**config.mk**
```make
export PLATFORM = sky130hd
export DESIGN_NAME = wind_v_component_rotator_flat
export DESIGN_NICKNAME = d
export VERILOG_FILES = /design/src/sv/wvr_pkg.sv /design/src/sv/wvr_if.sv /design/src/sv/wind_v_component_rotator.sv /design/src/sv/wvr_prep.sv /design/src/sv/wvr_cell.sv /design/src/sv/wvr_round.sv /design/src/flat_wrapper.sv
export SDC_FILE = /design/constraint.sdc
export NUM_CORES = 2
export LEC_CHECK = 0
export BUFFER_PORTS_ARGS = -buffer_cell sky130_fd_sc_hd__clkbuf_2
export CAP_MARGIN = 0
export CORE_ASPECT_RATIO = 1.5
export CORE_MARGIN = 1.5
export CORE_UTILIZATION = 30
export CTS_CLUSTER_DIAMETER = 120
export DETAILED_ROUTE_END_ITERATION = 10
export GPL_TIMING_DRIVEN = 0
export PLACE_DENSITY = 0.42
export SLEW_MARGIN = 5
export SYNTH_ARGS = -nofsm -noshare
export SYNTH_HDL_FRONTEND = slang
export SYNTH_SLANG_ARGS = --single-unit
```
**constraint.sdc**
```tcl
create_clock -name clk -period 101.3 [get_ports clk]
set_input_delay 20.26 -clock clk [delete_from_list [all_inputs] [get_ports clk]]
set_output_delay 20.26 -clock clk [all_outputs]
set_load 0.02 [all_outputs]
```
**src/sv/wvr_pkg.sv**
```systemverilog
// ============================================================================
// Wind v-component rotator package
// Shared constants, the arctangent table and the stage payload type.
// ============================================================================
package wvr_pkg;

    localparam int CORDIC_STAGES = 16;
    localparam int DATA_BITS     = 16;

    // Field widths.
    localparam int FIELD_W = 16;

    // Angle constants in Q2.13 radians.
    localparam logic signed [FIELD_W:0] PI_Q13      = 17'sd25736;
    localparam logic signed [FIELD_W:0] HALF_PI_Q13 = 17'sd12868;

    // Reciprocal of the CORDIC gain, Q1.30.
    localparam logic signed [31:0] GAIN_Q30 = 32'sd652032874;

    // Product of a Q8.8 field and the gain, and the shift into the datapath.
    localparam int PROD_W    = FIELD_W + 32;
    localparam int PRE_SHIFT = 38 - DATA_BITS;

    // Datapath: DATA_BITS fraction bits, eight integer bits with the sign, one bit
    // of growth for the diagonal magnitude and one spare.
    localparam int DP_W = DATA_BITS + 10;

    // Residual angle in units of 2^-24 rad.
    localparam int Z_W = 27;

    localparam int ATAN_ENTRIES = 24;
    localparam int ATAN_IDX_W   = $clog2(ATAN_ENTRIES);

    localparam logic signed [Z_W-1:0] ATAN_TAB [ATAN_ENTRIES] = '{
        27'sd13176795, 27'sd7778716, 27'sd4110060, 27'sd2086331,
        27'sd1047214,  27'sd524117,  27'sd262123,  27'sd131069,
        27'sd65536,    27'sd32768,   27'sd16384,   27'sd8192,
        27'sd4096,     27'sd2048,    27'sd1024,    27'sd512,
        27'sd256,      27'sd128,     27'sd64,      27'sd32,
        27'sd16,       27'sd8,       27'sd4,       27'sd2
    };

    // Output rounding and the width left after dropping the extra fraction bits.
    localparam int RND_SHIFT = DATA_BITS - 8;
    localparam int RND_W     = DP_W + 1 - RND_SHIFT;

    typedef struct packed {
        logic                   neg;
        logic signed [DP_W-1:0] x;
        logic signed [DP_W-1:0] y;
        logic signed [Z_W-1:0]  z;
    } cordic_t;

endpackage

```
**src/sv/wvr_if.sv**
```systemverilog
// ============================================================================
// Wind v-component rotator channels
// Valid/ready channels for the vector requests and the rotated results.
// ============================================================================
interface wvr_vec_if;
    import wvr_pkg::*;

    logic                      valid;
    logic                      ready;
    logic signed [FIELD_W-1:0] east_comp;
    logic signed [FIELD_W-1:0] north_comp;
    logic signed [FIELD_W-1:0] rot_angle;

    modport source (output valid, output east_comp, output north_comp,
                    output rot_angle, input ready);
    modport sink   (input valid, input east_comp, input north_comp,
                    input rot_angle, output ready);
endinterface

interface wvr_res_if;
    import wvr_pkg::*;

    logic                      valid;
    logic                      ready;
    logic signed [FIELD_W-1:0] rotated_north;

    modport source (output valid, output rotated_north, input ready);
    modport sink   (input valid, input rotated_north, output ready);
endinterface

```
**src/sv/wind_v_component_rotator.sv**
```systemverilog
// ============================================================================
// Wind v-component rotator
// Rotates a wind vector into a local grid frame and returns the v component.
// ============================================================================
//
//  Channel | Direction | Payload                              | Format
//  --------+-----------+--------------------------------------+--------------
//  vec     | in        | east_comp, north_comp, rot_angle     | Q8.8, Q2.13
//  res     | out       | rotated_north                        | Q8.8, saturated
//
// One request is taken per cycle while the chain advances. Its result passes
// through one register for the gain multiply and angle folding, one per
// CORDIC cell, and one for rounding into the output register.
// Reset clears only the valid bits along the chain; the payload registers
// are left as they are.
// The whole chain advances together whenever the output register is empty or
// its result is being taken; while the output is stalled, vec.ready is low.
//
module wind_v_component_rotator
    import wvr_pkg::*;
(
    input  logic         clk,
    input  logic         rst_n,
    wvr_vec_if.sink      vec,
    wvr_res_if.source    res
);

    // The chain moves as one, gated only by the output register.
    logic    adv;
    logic    chain_valid [CORDIC_STAGES+1];
    cordic_t chain_data  [CORDIC_STAGES+1];
    logic    res_valid;

    assign adv       = !res_valid || res.ready;
    assign vec.ready = adv;
    assign res.valid = res_valid;

    // Scale the components by the inverse CORDIC gain and fold the angle so that
    // the rotation always stays within the range where CORDIC converges.
    wvr_prep u_prep (
        .clk        (clk),
        .rst_n      (rst_n),
        .en         (adv),
        .in_valid   (vec.valid),
        .east_comp  (vec.east_comp),
        .north_comp (vec.north_comp),
        .rot_angle  (vec.rot_angle),
        .out_valid  (chain_valid[0]),
        .out_data   (chain_data[0])
    );

    // A row of identical cells; each performs one micro-rotation with its own
    // shift and arctangent entry and passes the vector on to its neighbour.
    for (genvar i = 0; i < CORDIC_STAGES; i++)
    begin : g_cell
        wvr_cell u_cell (
            .clk       (clk),
            .rst_n     (rst_n),
            .en        (adv),
            .stage     (ATAN_IDX_W'(i)),
            .in_valid  (chain_valid[i]),
            .in_data   (chain_data[i]),
            .out_valid (chain_valid[i+1]),
            .out_data  (chain_data[i+1])
        );
    end

    // Rounding to Q8.8 and saturation, registered as the result of the request.
    wvr_round u_round (
        .clk           (clk),
        .rst_n         (rst_n),
        .en            (adv),
        .in_valid      (chain_valid[CORDIC_STAGES]),
        .in_data       (chain_data[CORDIC_STAGES]),
        .out_valid     (res_valid),
        .rotated_north (res.rotated_north)
    );

endmodule

```
**src/sv/wvr_prep.sv**
```systemverilog
// ============================================================================
// Wind v-component rotator input stage
// Scales u and v by the inverse gain and folds the angle into range.
// ============================================================================
module wvr_prep
    import wvr_pkg::*;
(
    input  logic                      clk,
    input  logic                      rst_n,
    input  logic                      en,
    input  logic                      in_valid,
    input  logic signed [FIELD_W-1:0] east_comp,
    input  logic signed [FIELD_W-1:0] north_comp,
    input  logic signed [FIELD_W-1:0] rot_angle,
    output logic                      out_valid,
    output cordic_t                   out_data
);

    logic                      valid_reg;
    cordic_t                   data_reg;
    cordic_t                   data_next;
    logic signed [FIELD_W:0]   ang;
    logic signed [FIELD_W:0]   th_fold;
    logic signed [FIELD_W:0]   th;
    logic signed [Z_W-1:0]     th_z;
    logic signed [PROD_W-1:0]  prod_u;
    logic signed [PROD_W-1:0]  prod_v;

    always_comb
    begin
        ang     = (FIELD_W + 1)'(rot_angle);
        th_fold = (ang < HALF_PI_Q13) ? ang : (PI_Q13 - ang);
        // Past minus a quarter turn the rotation would not converge, so turn by
        // half a revolution more and flip the sign of the result at the end.
        data_next.neg = (th_fold < -HALF_PI_Q13);
        th      = data_next.neg ? (th_fold + PI_Q13) : th_fold;
        th_z    = Z_W'(th);
        data_next.z = -(th_z <<< 11);

        prod_u = PROD_W'(east_comp) * PROD_W'(GAIN_Q30);
        prod_v = PROD_W'(north_comp) * PROD_W'(GAIN_Q30);
        data_next.x = DP_W'(prod_u >>> PRE_SHIFT);
        data_next.y = DP_W'(prod_v >>> PRE_SHIFT);
    end

    always_ff @(posedge clk or negedge rst_n)
    begin
        if (!rst_n)
        begin
            valid_reg <= 1'b0;
        end
        else if (en)
        begin
            valid_reg <= in_valid;
        end
    end

    always_ff @(posedge clk)
    begin
        if (en)
        begin
            data_reg <= data_next;
        end
    end

    assign out_valid = valid_reg;
    assign out_data  = data_reg;

endmodule

```
**src/sv/wvr_cell.sv**
```systemverilog
// ============================================================================
// Wind v-component rotator CORDIC cell
// One micro-rotation of the chain, with its own pipeline register.
// ============================================================================
module wvr_cell
    import wvr_pkg::*;
(
    input  logic                  clk,
    input  logic                  rst_n,
    input  logic                  en,
    input  logic [ATAN_IDX_W-1:0] stage,
    input  logic                  in_valid,
    input  cordic_t               in_data,
    output logic                  out_valid,
    output cordic_t               out_data
);

    logic                   valid_reg;
    cordic_t                data_reg;
    cordic_t                data_next;
    logic signed [DP_W-1:0] xs;
    logic signed [DP_W-1:0] ys;
    logic signed [Z_W-1:0]  step;

    always_comb
    begin
        xs   = in_data.x >>> stage;
        ys   = in_data.y >>> stage;
        step = ATAN_TAB[stage];
        data_next.neg = in_data.neg;
        // Turn towards a zero residual angle.
        if (in_data.z >= 0)
        begin
            data_next.x = in_data.x - ys;
            data_next.y = in_data.y + xs;
            data_next.z = in_data.z - step;
        end
        else
        begin
            data_next.x = in_data.x + ys;
            data_next.y = in_data.y - xs;
            data_next.z = in_data.z + step;
        end
    end

    always_ff @(posedge clk or negedge rst_n)
    begin
        if (!rst_n)
        begin
            valid_reg <= 1'b0;
        end
        else if (en)
        begin
            valid_reg <= in_valid;
        end
    end

    always_ff @(posedge clk)
    begin
        if (en)
        begin
            data_reg <= data_next;
        end
    end

    assign out_valid = valid_reg;
    assign out_data  = data_reg;

endmodule

```
**src/sv/wvr_round.sv**
```systemverilog
// ============================================================================
// Wind v-component rotator output stage
// Rounds the rotated v component to Q8.8, saturates it and holds it.
// ============================================================================
module wvr_round
    import wvr_pkg::*;
(
    input  logic                      clk,
    input  logic                      rst_n,
    input  logic                      en,
    input  logic                      in_valid,
    input  cordic_t                   in_data,
    output logic                      out_valid,
    output logic signed [FIELD_W-1:0] rotated_north
);

    localparam logic signed [RND_W-1:0] SAT_HI = RND_W'(32767);
    localparam logic signed [RND_W-1:0] SAT_LO = -RND_W'(32768);
    localparam logic signed [DP_W:0]    RND_HALF = (DP_W + 1)'(1) <<< (DATA_BITS - 9);

    logic                      valid_reg;
    logic signed [FIELD_W-1:0] value_reg;
    logic signed [FIELD_W-1:0] value_next;
    logic signed [DP_W:0]      y_ext;
    logic signed [DP_W:0]      y_sum;
    logic signed [RND_W-1:0]   r;

    always_comb
    begin
        y_ext = (DP_W + 1)'(in_data.y);
        y_sum = (in_data.neg ? -y_ext : y_ext) + RND_HALF;
        r     = RND_W'(y_sum >>> RND_SHIFT);
        if (r > SAT_HI)
        begin
            value_next = FIELD_W'(SAT_HI);
        end
        else if (r < SAT_LO)
        begin
            value_next = FIELD_W'(SAT_LO);
        end
        else
        begin
            value_next = FIELD_W'(r);
        end
    end

    always_ff @(posedge clk or negedge rst_n)
    begin
        if (!rst_n)
        begin
            valid_reg <= 1'b0;
        end
        else if (en)
        begin
            valid_reg <= in_valid;
        end
    end

    always_ff @(posedge clk)
    begin
        if (en)
        begin
            value_reg <= value_next;
        end
    end

    assign out_valid     = valid_reg;
    assign rotated_north = value_reg;

endmodule
```
**src/flat_wrapper.sv**
```systemverilog
// flat-port wrapper written by rule: the top's interface ports become plain ports
module wind_v_component_rotator_flat import wvr_pkg::*;
  (clk, rst_n, vec_valid, vec_east_comp, vec_north_comp, vec_rot_angle, vec_ready, res_valid, res_rotated_north, res_ready);
  wvr_vec_if vec_i ();
  wvr_res_if res_i ();
  input  logic clk;
  input  logic rst_n;
  input wire logic [$bits(vec_i.valid)-1:0] vec_valid;
  input wire logic [$bits(vec_i.east_comp)-1:0] vec_east_comp;
  input wire logic [$bits(vec_i.north_comp)-1:0] vec_north_comp;
  input wire logic [$bits(vec_i.rot_angle)-1:0] vec_rot_angle;
  output wire logic [$bits(vec_i.ready)-1:0] vec_ready;
  output wire logic [$bits(res_i.valid)-1:0] res_valid;
  output wire logic [$bits(res_i.rotated_north)-1:0] res_rotated_north;
  input wire logic [$bits(res_i.ready)-1:0] res_ready;
  assign vec_i.valid = vec_valid;
  assign vec_i.east_comp = vec_east_comp;
  assign vec_i.north_comp = vec_north_comp;
  assign vec_i.rot_angle = vec_rot_angle;
  assign vec_ready = vec_i.ready;
  assign res_valid = res_i.valid;
  assign res_rotated_north = res_i.rotated_north;
  assign res_i.ready = res_ready;
  wind_v_component_rotator u_core (.clk(clk), .rst_n(rst_n), .vec(vec_i), .res(res_i));
endmodule
```
# Yosys cells after proc, flatten, opt, wreduce, memory -nomap -nowiden
# Index checks and enable logic that the tools add are counted.
[totals]
mem_bits_rw = 0
latch_bits = 0
out_inout_bits = 18
rom_bits = 0
word_cells = 227
register_bits = 1341
n_memories = 0
[op_classes]
bitwise = 0
n_shift = 0
add_sub_neg = 98
n_div = 0
n_reduce_logical = 2
magnitude_cmp = 20
n_eq_ne = 0
mux = 20
multipliers = 2
[ops]
columns = ["operator", "count"]
rows = [
  ["two-way mux 79 bit", 15],
  ["greater-or-equal comparator 27 x 1 -> 1 bit (second input constant)", 16],
  ["multiplier 16 x 30 -> 46 bit (second input constant)", 2],
  ["adder 27 x 18 -> 27 bit (second input constant)", 2],
  ["subtractor 27 x 18 -> 27 bit (second input constant)", 2],
  ["two-way mux 53 bit", 1],
  ["adder 26 x 12 -> 26 bit", 2],
  ["adder 26 x 13 -> 26 bit", 2],
  ["adder 26 x 14 -> 26 bit", 2],
  ["adder 26 x 15 -> 26 bit", 2],
  ["adder 26 x 16 -> 26 bit", 2],
  ["adder 26 x 17 -> 26 bit", 2],
  ["adder 26 x 18 -> 26 bit", 2],
  ["adder 26 x 19 -> 26 bit", 2],
  ["adder 26 x 20 -> 26 bit", 2],
  ["adder 26 x 21 -> 26 bit", 2],
  ["adder 26 x 22 -> 26 bit", 2],
  ["adder 26 x 23 -> 26 bit", 2],
  ["adder 26 x 24 -> 26 bit", 2],
  ["adder 26 x 25 -> 26 bit", 2],
  ["subtractor 26 x 12 -> 26 bit", 2],
  ["subtractor 26 x 13 -> 26 bit", 2],
  ["subtractor 26 x 14 -> 26 bit", 2],
  ["subtractor 26 x 15 -> 26 bit", 2],
  ["56 further kinds", 68],
]

# Logic depth before layout (Yosys ltp)
[depth]
word_depth = 5
ltp_mapped = 25

# By module
# From an unflattened synthesis, not the netlist that was laid out.
[hier_totals]
cells_unflattened = 21689
hier_area_um2 = 202090.1
[modules_own_cells]
columns = ["module", "cells_per_inst", "area_each_um2", "instances", "seq_area_each_um2"]
rows = [
  ["wvr_cell (u_core.g_cell[11].u_cell ...)", 1228, 11458.5, 6, 2427.3],
  ["wvr_cell (u_core.g_cell[0].u_cell ...)", 1198, 11124.4, 5, 2427.3],
  ["wvr_cell (u_core.g_cell[7].u_cell ...)", 1249, 11299.6, 3, 2427.3],
  ["wvr_prep", 1835, 18657.9, 1, 2037.0],
  ["wvr_cell (u_core.g_cell[10].u_cell)", 1258, 11708.7, 1, 2427.3],
  ["wvr_cell (u_core.g_cell[6].u_cell)", 1242, 11362.1, 1, 2427.3],
  ["wvr_round", 246, 2075.7, 1, 505.5],
  ["wind_v_component_rotator", 3, 13.8, 1, 0.0],
]

# Worst setup path after synthesis
# No wires, ideal clock.
[synth_timing]
path_kind = "input-to-output"
start = "in res_ready"
end = "out vec_ready"
cell_stages = 3
required_time_ns = 81.040
setup_slack_ns = 28.197
t_arrival_ns = 52.843
path_cell_list = "nand2b_1 clkbuf_1 buf_1"
[synth_via]
elab_chain_len = 1
[synth_lines]
columns = ["element", "line_no", "text"]
rows = [
  ["from (decl)", "flat_wrapper.sv:15", "input wire logic [$bits(res_i.ready)-1:0] res_ready;"],
  ["logical OR 1 bit", "wind_v_component_rotator.sv:34", "assign adv = !res_valid || res.ready;"],
  ["to (decl)", "flat_wrapper.sv:12", "output wire logic [$bits(vec_i.ready)-1:0] vec_ready;"],
]
# Every way passes these cells.

# Final worst setup path
# Ends and elaborated chain as after synthesis.

==> run metrics <==
status=finished clean; startpoint types=primary input; CTS max path bufs=4; worst skew pair latency=900 ps; Worst setup EP type=output pin; layout cells sized above 1=4.056%; CTS tree=done; Routed Antenna Nets=0; Data arrival, critical path=21660 ps; WL final=320.3 mm; Final Cycle Share=41.38%; Syn Nets=12.85k; Residual DRC=0; CTS HTree Levels=4; hpwl dp=271.9 mm; top_reg_cell synth=edfxtp_1; Cell Rows=271; syn_area_per_cell=9.949 um2; Cell Area, Synth=0.1092 mm2; initial DRC count=3480; # setup viols final=0; Final Max Slew Viols=0; Tightest Hold Check Type=reg2reg; Congestion Overflow GR=0; top-area cell type share of the netlist area=32.53%; Tmin final=41920 ps; antenna violations before repair=2; Worst path max stage delay=590 ps; Syn. warnings=0; number of synthesized flops with an enable pin=1183; top cells by area, synth=edfxtp_1, ha_1, xnor2_1; Setup CP Type=in2out; Die H=742.0 um; Final GP Congestion=0.9123; Port Buffer Count=65; P&R area growth vs syn=11.02%; Reg area=0.03597 mm2; Core ar.=0.3628 mm2; final hold viol count=0; CTS Hold Bufs=0; Num CTS Buffers=153; Slew headroom=9.258%; critical path's slowest cell=buf_2; post-route setup TNS=0 ps; Crit path top cell by count=clkbuf_2; Buf+Inv Stages, Crit Path=4; post-cts sizing count=0; max cap viols=0; Worst-Margin Slew=1344 ps; Seq/Total Area, Yosys=32.94%; Die X=495.7 um; DR vias=80.23k; Fmax=0.02385 GHz; area of the multi-input gates=0.06895 mm2; synthesis-stage register bit count=1201; clock slew at reported path FFs=60 ps; postcts setup bufs=0; Yosys top cell by area=edfxtp_1; # IOs=70; RSZ-0062 raised after global routing=no; fill count=36.84k; cells after synthesis=10.98k; vias in the first global route=83.88k; skew final=99.77 ps; CP cell instances=clkbuf_2 -> nand2b_1 -> clkbuf_1 -> buf_2 -> clkbuf_2; worst path required time=81040 ps; WL/cell=19.87 um; Clock Sinks=1201; Worst Path Max Fanout=19; initial cell density of the core=30.10%; die area=0.3678 mm2; Root Buffer=clkbuf_16; FF-to-FF setup slack=93780 ps; via/cell ratio=4.976; first-pass GRT wire length=482.2 mm; total track usage=17.07%; final net count=13.11k; Netlist cell types=102; Worst path top cell family by delay=buffers and inverters; DRT Pass-1 Iters=5; largest net degree at the start of global routing=42; Post-synth ARST share=1.499%
-- synthesized netlist by cell type, types with 15 or more instances --
library cell and n:
ha_1 1421, edfxtp_1 1183, xnor2_1 1008, inv_1 988
a21oi_1 801, nor2_1 798, o21ai_0 596, nand2_1 588
xor2_1 437, fa_1 396, a21o_1 277, nor3_1 216
nand3_1 179, o21bai_1 166, nand2b_1 161, o21a_1 158
or3_1 150, o31ai_1 144, nor2b_1 126, clkbuf_1 112
and3_1 93, o41ai_1 76, a211oi_1 74, or4_1 61
nor4_1 57, a31oi_1 54, or2_2 51, mux2i_1 43
nand4_1 37, a21boi_0 34, o211ai_1 31, and2_1 27
a211o_1 25, o22ai_1 22, mux2_2 20, o31a_1 19
a41oi_1 18, dfrtp_1 18, nor3b_1 17, and4_1 16
a2111oi_0 15, buf_1 15
-- cell usage in the layout (no fill, tap or decap), types with 74 or more instances in the layout --
cell type and count:
nor3_1 216, o21ai_0 596, nor2b_1 126, or3_1 150, a21o_1 277, a211oi_1 74, nand3_1 179, ha_1 1421
nor2_1 798, clkbuf_16 155, nand2b_1 161, o21bai_1 166, fa_1 396, xor2_1 437, and3_1 93, clkbuf_1 130
edfxtp_1 1183, o21a_1 158, o41ai_1 76, xnor2_1 1008, nand2_1 588, o31ai_1 144, a21oi_1 801, inv_1 988
-- final cells by class --
class,count,area share [%]
plain buffers,139,0.4561
well taps,4777,4.929
multi-input cells,8642,56.87
repair buffers,103,0.9328
clock inverters,88,0.7966
flip-flops and latches,1201,29.67
diodes,5,0.01032
inverters,996,3.083
clock buffers,173,3.255
-- kinds of logic (layout without fill, tap and decap cells) --
group	after synthesis	in the layout	synth area share (%)
fa+ha+maj	1818	1818	23.55
simple gates	2617	2617	11.61
xor+xnor	1446	1446	11.60
buf+inv	1135	1499	3.928
flops	1201	1201	32.94
mux	63	63	0.6003
other cells	0	5	0
compound gates	2698	2698	15.78
-- through the flow --
| step | utilization, % | instance area (um2) | setup slack (ps) | instances | hold WS, ps |
|---|---|---|---|---|---|
| floorplan | - | 109200 | 28200 | 10980 | 400.3 |
| global placement | 31.84 | 115500 | 9558 | 15820 | 404.0 |
| detailed placement | 32.06 | 116300 | 59320 | 15860 | 404.5 |
| CTS | 33.42 | 121200 | 59320 | 16120 | 363.7 |
| global route | 33.42 | 121300 | 59250 | 16120 | 369.3 |
| finish | 33.42 | 121300 | 59380 | 16120 | 363.8 |
-- per-layer routing --
metal	GRT usage, %	wire length, um	vias to the layer above
li1	-	-	40020
met1	14.41	102100	38220
met2	36.23	187300	1236
met3	1.487	6429	755
met4	11.47	24540	0
met5	0	0	-
-- worst paths after layout --
path	start	endpoint	depth (start not counted)
hold reg to reg	u_core.g_cell[7].u_cell.out_data[79]	u_core.g_cell[8].u_cell.out_data[79]	0
min in group asynchronous	rst_n	u_core.u_prep.out_valid	1
setup / recovery	res_ready	vec_ready	5
max in group asynchronous	rst_n	u_core.g_cell[10].u_cell.out_valid	1
setup reg to reg	u_core.g_cell[2].u_cell.out_data[26]	u_core.g_cell[3].u_cell.out_data[52]	17
hold / removal	u_core.g_cell[7].u_cell.out_data[79]	u_core.g_cell[8].u_cell.out_data[79]	0
-- sequential cells by signal, indices dropped and copies added (netlist names) --
register / cells
u_core.g_cell.u_cell.out_data: 1100
u_core.g_cell.u_cell.out_valid: 16
u_core.u_prep.out_data: 67
u_core.u_prep.out_valid: 1
u_core.u_round.out_valid: 1
u_core.u_round.rotated_north: 16
Power is not shown: default switching activity piles up to over one toggle a cycle in this logic, so the estimate is an artifact.
